===== src/hw/rtl/ddd_pkg.sv =====
// ============================================================================
// Date difference package
// Shared types, constants and calendar tables for the date difference block.
// ============================================================================
package ddd_pkg;

    localparam int unsigned DAY_W   = 5;
    localparam int unsigned MONTH_W = 4;
    localparam int unsigned YEAR_W  = 14;
    localparam int unsigned COUNT_W = 22;
    localparam int unsigned PROD_W  = 23;

    // Reciprocal division by one hundred: q = (p * 5243) >> 19, exact for p < 43690.
    localparam int unsigned DIV_W       = 27;
    localparam int unsigned RECIP_SHIFT = 19;
    localparam int unsigned QUOT_W      = 8;

    localparam logic [YEAR_W-1:0] FIRST_YEAR_RST = 14'd2026;
    localparam logic [YEAR_W-1:0] LAST_YEAR_RST  = 14'd2031;
    localparam logic [YEAR_W-1:0] YEAR_MIN       = 14'd1;
    localparam logic [YEAR_W-1:0] YEAR_MAX       = 14'd9999;

    localparam logic [MONTH_W-1:0] MONTH_MIN = 4'd1;
    localparam logic [MONTH_W-1:0] MONTH_FEB = 4'd2;
    localparam logic [MONTH_W-1:0] MONTH_MAX = 4'd12;
    localparam logic [DAY_W-1:0]   DAY_MIN   = 5'd1;
    localparam logic [DAY_W-1:0]   FEB_LEAP_LEN = 5'd29;

    localparam logic [7:0]  CENTURY     = 8'd100;
    localparam logic [6:0]  CENTURY_END = 7'd99;
    localparam logic [8:0]  YEAR_DAYS   = 9'd365;
    localparam logic [12:0] RECIP_100   = 13'd5243;

    typedef enum logic {
        REG_FIRST_YEAR = 1'b0,
        REG_LAST_YEAR  = 1'b1
    } t_reg_idx;

    typedef enum logic [1:0] {
        DN_IDLE,
        DN_DIV,
        DN_SUM
    } t_dn_state;

    typedef enum logic [2:0] {
        STEP_YEARS,
        STEP_QUAD,
        STEP_CENT,
        STEP_QUADCENT,
        STEP_MONTH,
        STEP_LEAP,
        STEP_DAY
    } t_step;

    typedef enum logic [1:0] {
        ST_IDLE,
        ST_RUN_FIRST,
        ST_RUN_SECOND,
        ST_FINISH
    } t_state;

    typedef struct packed {
        logic done;
        logic real_date;
    } t_dn_stat;

    function automatic logic [DAY_W-1:0] month_len(input logic [MONTH_W-1:0] m);
        logic [DAY_W-1:0] len;
        case (m)
            4'd1, 4'd3, 4'd5, 4'd7, 4'd8, 4'd10, 4'd12: len = 5'd31;
            4'd4, 4'd6, 4'd9, 4'd11:                    len = 5'd30;
            4'd2:                                       len = 5'd28;
            default:                                    len = 5'd0;
        endcase
        return len;
    endfunction

    function automatic logic [8:0] month_start(input logic [MONTH_W-1:0] m);
        logic [8:0] days;
        case (m)
            4'd1:    days = 9'd0;
            4'd2:    days = 9'd31;
            4'd3:    days = 9'd59;
            4'd4:    days = 9'd90;
            4'd5:    days = 9'd120;
            4'd6:    days = 9'd151;
            4'd7:    days = 9'd181;
            4'd8:    days = 9'd212;
            4'd9:    days = 9'd243;
            4'd10:   days = 9'd273;
            4'd11:   days = 9'd304;
            4'd12:   days = 9'd334;
            default: days = 9'd0;
        endcase
        return days;
    endfunction

endpackage


===== src/hw/rtl/ddd_daynum.sv =====
// ============================================================================
// Day number unit
// Turns one date into its day number with a reciprocal multiply for the
// division by one hundred and a single shared accumulator, and checks that
// the date is real.
// ============================================================================
module ddd_daynum (
    input  logic                         i_clk,
    input  logic                         i_rst_n,
    input  logic                         i_start,
    input  logic [ddd_pkg::DAY_W-1:0]    i_day,
    input  logic [ddd_pkg::MONTH_W-1:0]  i_month,
    input  logic [ddd_pkg::YEAR_W-1:0]   i_year,
    output ddd_pkg::t_dn_stat            o_stat,
    output logic [ddd_pkg::COUNT_W-1:0]  o_num
);
    import ddd_pkg::*;

    t_dn_state           r_state, n_state;
    t_step               r_step, n_step;
    t_dn_stat            r_stat, n_stat;
    logic [DAY_W-1:0]    r_day, n_day;
    logic [MONTH_W-1:0]  r_month, n_month;
    logic [YEAR_W-1:0]   r_year, n_year;
    logic [YEAR_W-1:0]   r_p, n_p;
    logic [QUOT_W-1:0]   r_q, n_q;
    logic [COUNT_W-1:0]  r_acc, n_acc;

    logic [DIV_W-1:0]    div_prod;
    logic [QUOT_W-1:0]   quot;
    logic [YEAR_W-1:0]   hundreds;
    logic [YEAR_W-1:0]   rem_year;
    logic                cent_year;
    logic                leap;
    logic [DAY_W-1:0]    len;
    logic                date_ok;
    logic [PROD_W-1:0]   product;
    logic [COUNT_W-1:0]  operand;
    logic [COUNT_W-1:0]  base;
    logic                sub;
    logic [COUNT_W-1:0]  sum;

    always_comb begin
        div_prod  = DIV_W'(r_p) * DIV_W'(RECIP_100);
        quot      = div_prod[DIV_W-1:RECIP_SHIFT];
        hundreds  = YEAR_W'(r_q) * YEAR_W'(CENTURY);
        rem_year  = r_p - hundreds;
        cent_year = (rem_year == YEAR_W'(CENTURY_END));
        leap      = (r_year[1:0] == 2'd0) && (!cent_year || ((r_q[1:0] + 2'd1) == 2'd0));
        len       = ((r_month == MONTH_FEB) && leap) ? FEB_LEAP_LEN : month_len(r_month);
        date_ok   = (r_year >= YEAR_MIN) && (r_year <= YEAR_MAX)
                 && (r_month >= MONTH_MIN) && (r_month <= MONTH_MAX)
                 && (r_day >= DAY_MIN) && (r_day <= len);
        product   = PROD_W'(r_p) * PROD_W'(YEAR_DAYS);

        sub  = 1'b0;
        base = r_acc;
        unique case (r_step)
            STEP_YEARS: begin
                base    = '0;
                operand = product[COUNT_W-1:0];
            end
            STEP_QUAD:     operand = COUNT_W'(r_p >> 2);
            STEP_CENT: begin
                sub     = 1'b1;
                operand = COUNT_W'(r_q);
            end
            STEP_QUADCENT: operand = COUNT_W'(r_q >> 2);
            STEP_MONTH:    operand = COUNT_W'(month_start(r_month));
            STEP_LEAP:     operand = COUNT_W'(leap && (r_month > MONTH_FEB));
            STEP_DAY:      operand = COUNT_W'(r_day);
            default:       operand = '0;
        endcase
        sum = base + (operand ^ {COUNT_W{sub}}) + COUNT_W'(sub);
    end

    always_comb begin
        n_state     = r_state;
        n_step      = r_step;
        n_stat      = r_stat;
        n_stat.done = 1'b0;
        n_day       = r_day;
        n_month     = r_month;
        n_year      = r_year;
        n_p         = r_p;
        n_q         = r_q;
        n_acc       = r_acc;
        unique case (r_state)
            DN_IDLE: begin
                if (i_start) begin
                    n_day   = i_day;
                    n_month = i_month;
                    n_year  = i_year;
                    n_p     = i_year - YEAR_MIN;
                    n_q     = '0;
                    n_state = DN_DIV;
                end
            end
            DN_DIV: begin
                n_q     = quot;
                n_step  = STEP_YEARS;
                n_state = DN_SUM;
            end
            DN_SUM: begin
                n_acc = sum;
                if (r_step == STEP_DAY) begin
                    n_stat.done      = 1'b1;
                    n_stat.real_date = date_ok;
                    n_state          = DN_IDLE;
                end else begin
                    n_step = t_step'(r_step + 3'd1);
                end
            end
            default: n_state = DN_IDLE;
        endcase
    end

    always_ff @(posedge i_clk) begin
        if (!i_rst_n) begin
            r_state <= DN_IDLE;
            r_stat  <= '0;
        end else begin
            r_state <= n_state;
            r_stat  <= n_stat;
        end
    end

    always_ff @(posedge i_clk) begin
        r_step  <= n_step;
        r_day   <= n_day;
        r_month <= n_month;
        r_year  <= n_year;
        r_p     <= n_p;
        r_q     <= n_q;
        r_acc   <= n_acc;
    end

    assign o_stat = r_stat;
    assign o_num  = r_acc;

endmodule


===== src/hw/rtl/date_difference_in_days.sv =====
// ============================================================================
// Date difference in days
// Counts the days between two Gregorian dates and checks each date against
// the calendar and a configurable window of years.
// ============================================================================
//  Channel  Signals                          Direction  Payload
//  in       i_in_valid / o_in_ready          sink       two dates
//  out      o_out_valid / i_out_ready        source     count and flags
//  cfg      i_cfg_we, i_cfg_idx, i_cfg_wdata sink       year window
//
//  The block is not ready again from acceptance until the result is loaded
//  into the output register. Each date passes through the day number unit
//  once: a start pulse, one reciprocal multiply for the division by one
//  hundred, 7 accumulator steps and a registered capture of its day number.
//  Reset is synchronous and restores the window to 2026 through 2031.
//  A result waiting in the output register stalls only the final step.
// ============================================================================
module date_difference_in_days (
    input  logic                         i_clk,
    input  logic                         i_rst_n,
    input  logic                         i_cfg_we,
    input  logic                         i_cfg_idx,
    input  logic [ddd_pkg::YEAR_W-1:0]   i_cfg_wdata,
    input  logic                         i_in_valid,
    output logic                         o_in_ready,
    input  logic [ddd_pkg::DAY_W-1:0]    i_first_day,
    input  logic [ddd_pkg::MONTH_W-1:0]  i_first_month,
    input  logic [ddd_pkg::YEAR_W-1:0]   i_first_year_req,
    input  logic [ddd_pkg::DAY_W-1:0]    i_second_day,
    input  logic [ddd_pkg::MONTH_W-1:0]  i_second_month,
    input  logic [ddd_pkg::YEAR_W-1:0]   i_second_year,
    output logic                         o_out_valid,
    input  logic                         i_out_ready,
    output logic [ddd_pkg::COUNT_W-1:0]  o_day_count,
    output logic                         o_dates_real,
    output logic                         o_first_in_window,
    output logic                         o_second_in_window
);
    import ddd_pkg::*;

    t_state              r_state, n_state;
    logic                r_start, n_start;
    logic                r_sel, n_sel;
    logic [YEAR_W-1:0]   r_first_year, n_first_year;
    logic [YEAR_W-1:0]   r_last_year, n_last_year;
    logic [DAY_W-1:0]    r_fd, n_fd;
    logic [MONTH_W-1:0]  r_fm, n_fm;
    logic [YEAR_W-1:0]   r_fy, n_fy;
    logic [DAY_W-1:0]    r_sd, n_sd;
    logic [MONTH_W-1:0]  r_sm, n_sm;
    logic [YEAR_W-1:0]   r_sy, n_sy;
    logic [COUNT_W-1:0]  r_n1, n_n1;
    logic [COUNT_W-1:0]  r_n2, n_n2;
    logic                r_real1, n_real1;
    logic                r_real2, n_real2;
    logic                r_out_valid, n_out_valid;
    logic [COUNT_W-1:0]  r_count, n_count;
    logic                r_real, n_real;
    logic                r_win1, n_win1;
    logic                r_win2, n_win2;

    t_dn_stat            dn_stat;
    logic [COUNT_W-1:0]  dn_num;
    logic                gt;
    logic [COUNT_W-1:0]  big;
    logic [COUNT_W-1:0]  little;
    logic [COUNT_W-1:0]  diff;

    ddd_daynum u_daynum (
        .i_clk   (i_clk),
        .i_rst_n (i_rst_n),
        .i_start (r_start),
        .i_day   (r_sel ? r_sd : r_fd),
        .i_month (r_sel ? r_sm : r_fm),
        .i_year  (r_sel ? r_sy : r_fy),
        .o_stat  (dn_stat),
        .o_num   (dn_num)
    );

    always_comb begin
        gt     = (r_n1 > r_n2);
        big    = gt ? r_n1 : r_n2;
        little = gt ? r_n2 : r_n1;
        diff   = big - little;
    end

    always_comb begin
        n_state      = r_state;
        n_start      = 1'b0;
        n_sel        = r_sel;
        n_first_year = r_first_year;
        n_last_year  = r_last_year;
        n_fd         = r_fd;
        n_fm         = r_fm;
        n_fy         = r_fy;
        n_sd         = r_sd;
        n_sm         = r_sm;
        n_sy         = r_sy;
        n_n1         = r_n1;
        n_n2         = r_n2;
        n_real1      = r_real1;
        n_real2      = r_real2;
        n_out_valid  = r_out_valid && !i_out_ready;
        n_count      = r_count;
        n_real       = r_real;
        n_win1       = r_win1;
        n_win2       = r_win2;

        if (i_cfg_we) begin
            unique case (t_reg_idx'(i_cfg_idx))
                REG_FIRST_YEAR: n_first_year = i_cfg_wdata;
                REG_LAST_YEAR:  n_last_year  = i_cfg_wdata;
                default: ;
            endcase
        end

        unique case (r_state)
            ST_IDLE: begin
                if (i_in_valid) begin
                    n_fd    = i_first_day;
                    n_fm    = i_first_month;
                    n_fy    = i_first_year_req;
                    n_sd    = i_second_day;
                    n_sm    = i_second_month;
                    n_sy    = i_second_year;
                    n_sel   = 1'b0;
                    n_start = 1'b1;
                    n_state = ST_RUN_FIRST;
                end
            end
            ST_RUN_FIRST: begin
                if (dn_stat.done) begin
                    n_n1    = dn_num;
                    n_real1 = dn_stat.real_date;
                    n_sel   = 1'b1;
                    n_start = 1'b1;
                    n_state = ST_RUN_SECOND;
                end
            end
            ST_RUN_SECOND: begin
                if (dn_stat.done) begin
                    n_n2    = dn_num;
                    n_real2 = dn_stat.real_date;
                    n_state = ST_FINISH;
                end
            end
            ST_FINISH: begin
                if (!r_out_valid || i_out_ready) begin
                    n_out_valid = 1'b1;
                    n_real      = r_real1 && r_real2;
                    n_count     = (r_real1 && r_real2) ? diff : '0;
                    n_win1      = r_real1 && (r_fy >= r_first_year) && (r_fy <= r_last_year);
                    n_win2      = r_real2 && (r_sy >= r_first_year) && (r_sy <= r_last_year);
                    n_state     = ST_IDLE;
                end
            end
            default: n_state = ST_IDLE;
        endcase
    end

    always_ff @(posedge i_clk) begin
        if (!i_rst_n) begin
            r_state      <= ST_IDLE;
            r_start      <= 1'b0;
            r_out_valid  <= 1'b0;
            r_first_year <= FIRST_YEAR_RST;
            r_last_year  <= LAST_YEAR_RST;
        end else begin
            r_state      <= n_state;
            r_start      <= n_start;
            r_out_valid  <= n_out_valid;
            r_first_year <= n_first_year;
            r_last_year  <= n_last_year;
        end
    end

    always_ff @(posedge i_clk) begin
        r_sel   <= n_sel;
        r_fd    <= n_fd;
        r_fm    <= n_fm;
        r_fy    <= n_fy;
        r_sd    <= n_sd;
        r_sm    <= n_sm;
        r_sy    <= n_sy;
        r_n1    <= n_n1;
        r_n2    <= n_n2;
        r_real1 <= n_real1;
        r_real2 <= n_real2;
        r_count <= n_count;
        r_real  <= n_real;
        r_win1  <= n_win1;
        r_win2  <= n_win2;
    end

    assign o_in_ready         = (r_state == ST_IDLE);
    assign o_out_valid        = r_out_valid;
    assign o_day_count        = r_count;
    assign o_dates_real       = r_real;
    assign o_first_in_window  = r_win1;
    assign o_second_in_window = r_win2;

endmodule


===== config.mk =====
export PLATFORM = sky130hd
export DESIGN_NAME = date_difference_in_days
export DESIGN_NICKNAME = d
export VERILOG_FILES = /design/src/hw/rtl/ddd_pkg.sv /design/src/hw/rtl/ddd_daynum.sv /design/src/hw/rtl/date_difference_in_days.sv
export SDC_FILE = /design/constraint.sdc
export NUM_CORES = 1
export LEC_CHECK = 0
export BUFFER_PORTS_ARGS = -buffer_cell sky130_fd_sc_hd__buf_4
export CAP_MARGIN = 20
export CORE_ASPECT_RATIO = 0.5
export CORE_MARGIN = 2
export CORE_UTILIZATION = 60
export CTS_BUF_LIST = sky130_fd_sc_hd__clkbuf_4 sky130_fd_sc_hd__clkbuf_8
export DETAILED_ROUTE_END_ITERATION = 8
export PLACE_DENSITY = 0.78
export SLEW_MARGIN = 30
export SYNTH_ARGS = -nofsm -noshare
export SYNTH_HDL_FRONTEND = slang
export SYNTH_HIERARCHICAL = 1
export SYNTH_SLANG_ARGS = --single-unit

===== constraint.sdc =====
create_clock -name i_clk -period 12.55 [get_ports i_clk]
set_clock_uncertainty 0.1 [all_clocks]
set_input_delay 0.6275 -clock i_clk [delete_from_list [all_inputs] [get_ports i_clk]]
set_output_delay 0.6275 -clock i_clk [all_outputs]
set_load 0.01 [all_outputs]

==> flow_summary.ini <==
[run_status]
status = finished, final reports clean

[yosys]
synth_fp_nets = 2334
synth_fa_ha_area_share_pct = 29.5
avgSynthCellArea_um2 = 10.4
synth-simple-area-share_pct = 11.0
synthMuxAreaShare_pct = 2.62
synth-edff-count = 188
synth_top_family_by_area = adder cells
synthFlopType = edfxtp_1
async_reset_ff_share_pct = 0
synth-compound-area-share_pct = 12.7
yosys.cell_types.count = 87
netlist_area_um2 = 19500
synth-xor-area-share_pct = 3.95
synth-seq-cells = 236
ys_seq_area_share_pct = 33.9
ys_warn_count = 6
synth.largest_area_cell = edfxtp_1
synth_top_cell_area_share_pct = 28.9
syn_inst = 1873
ys_top_cells_by_area = edfxtp_1 (29%), ha_1 (18%), fa_1 (11%)

[sta]
fin_tns_setup_ns = 0
max_freq_mhz = 134
hold_viol_final = 0
tightestPinTransition_ns = 0.836
finalSetupViolCount = 0
post-route-period-util_pct = 59.6
drv_slew = 0
slew_headroom_pct = 44.3
rsz0062_at_grt = no
min_period_ns = 7.48

[worst_setup_path]
critPathLaunchType = register
arrival_ns = 7.67
path_class = reg -> reg
rr_worst_depth = 31
slowest_delay_ns = 0.47
required_ns = 12.74
worstSetupEndpointType = register
crit_slowest_cell = edfxtp_1
crit_path_frequent_cell = a21oi_1
path_max_fanout = 5

[placement]
numPortBuffers = 92
hpwl_um = 34800
gp_congestion = 0.930

[die]
num_rows = 46
die_h_um = 132
start_util_pct = 61.3
boundaryPins = 93
fp.dieW_um = 259
core_um2 = 31800
die-area_um2 = 34100

[grt]
grt_remaining_overflow = 0
grt_pass1_wl_um = 71700
grt_max_degree = 48
grt_pass1_vias = 13800
grtUsageTotal_pct = 26.6
antenna_found_initial = 0

[cts]
cts_setup_buffers = 0
cts_resized = 0
cts_buffer_depth = 3
htree_num_levels = 2
numClockSinks = 236
clk_pin_slew_ns = 0.06
clock-root-buffer = clkbuf_8
cts_buffers = 36
cts_tree = done
postCtsHoldBufs = 0
clk_latency_ns = 0.57

[flow_run]
maxCapViolations = 0

[detailed_routing]
wl_met1_um = 19500
top_layer = met4
vias = 13900
via_per_inst = 5.73
wl_met2_um = 20500
ant_nets = 0
drt_drc_violations_left = 0
drtPass1Iterations = 6
drtIter0Drc = 1028
post_drt_wl_per_cell_um = 18.1
wl_um = 43900
dr_wl_met3_um = 3020

[cells_and_area]
final_nets = 2435
area_growth_pct = 10.2
drive_gt1_share_pct = 12.0

[min_path]
holdPathStages = 1
min_path_type = in -> reg
registers in the layout, indices dropped and copies added, names as in the netlist, 5 cells and up, named ones only:
signal and flops:
o_day_count 22, r_n1 22, r_n2 22, u_daynum/o_num 22, r_first_year 14, r_fy 14
r_last_year 14, r_sy 14, u_daynum/r_p 14, u_daynum/r_year 14, u_daynum/r_q 8, r_fd 5
r_sd 5, u_daynum/r_day 5
synthesized netlist by cell type, types with 10 or more instances:
cell type,count
ha_1,286
inv_1,277
edfxtp_1,188
nand4_1,23
nor4_1,11
and3_1,13
mux2_2,28
o21a_1,33
nand3_1,26
a21o_1,25
nor3_1,22
nor2b_1,41
and2_1,10
nor2_1,90
fa_1,109
o21ai_0,53
o21bai_1,15
a21boi_0,11
a31oi_1,15
xor2_1,30
nand2b_1,28
nand2_1,140
xnor2_1,58
mux2i_1,18
a21oi_1,78
o211ai_1,27
dfxtp_1,48
clkbuf_1,32
cell usage in the layout, fill, tap and decap left out, drive strengths merged, types with 5 or more instances in the layout:
cell type / instances
a211oi: 6
a21boi: 11
a21o: 25
a21oi: 81
a221oi: 5
a222oi: 5
a31o: 8
a31oi: 16
and2: 10
and3: 13
buf: 104
bufinv: 5
clkbuf: 51
clkinv: 6
dfxtp: 48
edfxtp: 188
fa: 109
ha: 286
inv: 278
mux2: 29
mux2i: 18
nand2: 140
nand2b: 28
nand3: 27
nand4: 24
nor2: 90
nor2b: 42
nor3: 22
nor4: 11
o211ai: 29
o21a: 33
o21ai: 61
o21bai: 15
o22ai: 9
o31ai: 8
or2: 10
or3: 8
xnor2: 58
xor2: 30
final cells by class:
class                   count  area [um^2]
flip-flops and latches    236         6610
clock inverters            12          186
clock buffers              51          633
inverters                 277         1040
diodes                      1         2.50
repair buffers            104          801
well taps                 432          541
fillers                  2390        10300
multi-input cells        1319        11700
per-stage QoR:
stage          hold WS [ns]  setup slack (ns)  instances  area, um^2  util (%)
3_3_place_gp          0.343              5.26       2367       20700      64.9
3_5_place_dp          0.349              5.16       2367       20700      64.9
6_report              0.136              5.07       2432       21500      67.6
5_1_grt              0.0941              4.49       2431       21500      67.6
4_1_cts              0.0932              5.08       2430       21500      67.5
2_1_floorplan         0.326              5.78       1873       19500         -
worst paths after layout:
| check | start | to | slack (ns) |
|---|---|---|---|
| worst max register to register | u_daynum/r_q[3]$_SDFFCE_PN0P_ | u_daynum/o_num[20]$_DFFE_PN_ | 5.07 |
| worst max-delay path | u_daynum/r_q[3]$_SDFFCE_PN0P_ | u_daynum/o_num[20]$_DFFE_PN_ | 5.07 |
| worst min register to register | u_daynum/o_stat[0]$_SDFFE_PN0P_ | r_real1$_DFFE_PP_ | 0.36 |
| worst min-delay path | i_first_year_req[2] | r_fy[2]$_DFFE_PP_ | 0.14 |
worst max-delay path, delay by kind of cell (launching register included):
kind | cells | cell delay, ns
AO/OA/AOI/OAI | 17 | 3.43
adder cells (fa/ha/maj) | 6 | 2.19
AND/OR/NAND/NOR | 6 | 0.84
flip-flops | 1 | 0.47
XOR/XNOR | 2 | 0.16
metal layers:
layer / global-route usage [%] / vias to the layer above
li1: - / 6762
met1: 36.7 / 6649
met2: 43.6 / 470
met3: 4.76 / 56
met4: 6.55 / 0
met5: 0 / -
logic make-up after synthesis:
family | count (synthesis)
DFF | 236
buffers and inverters | 318
AOI/OAI and AO/OA | 351
xor gates and xnor gates | 88
and+or+nand+nor | 438
muxes | 47
adders and majority gates | 395
Power is not shown: default switching activity piles up to over one toggle a cycle in this logic, so the estimate is an artifact.
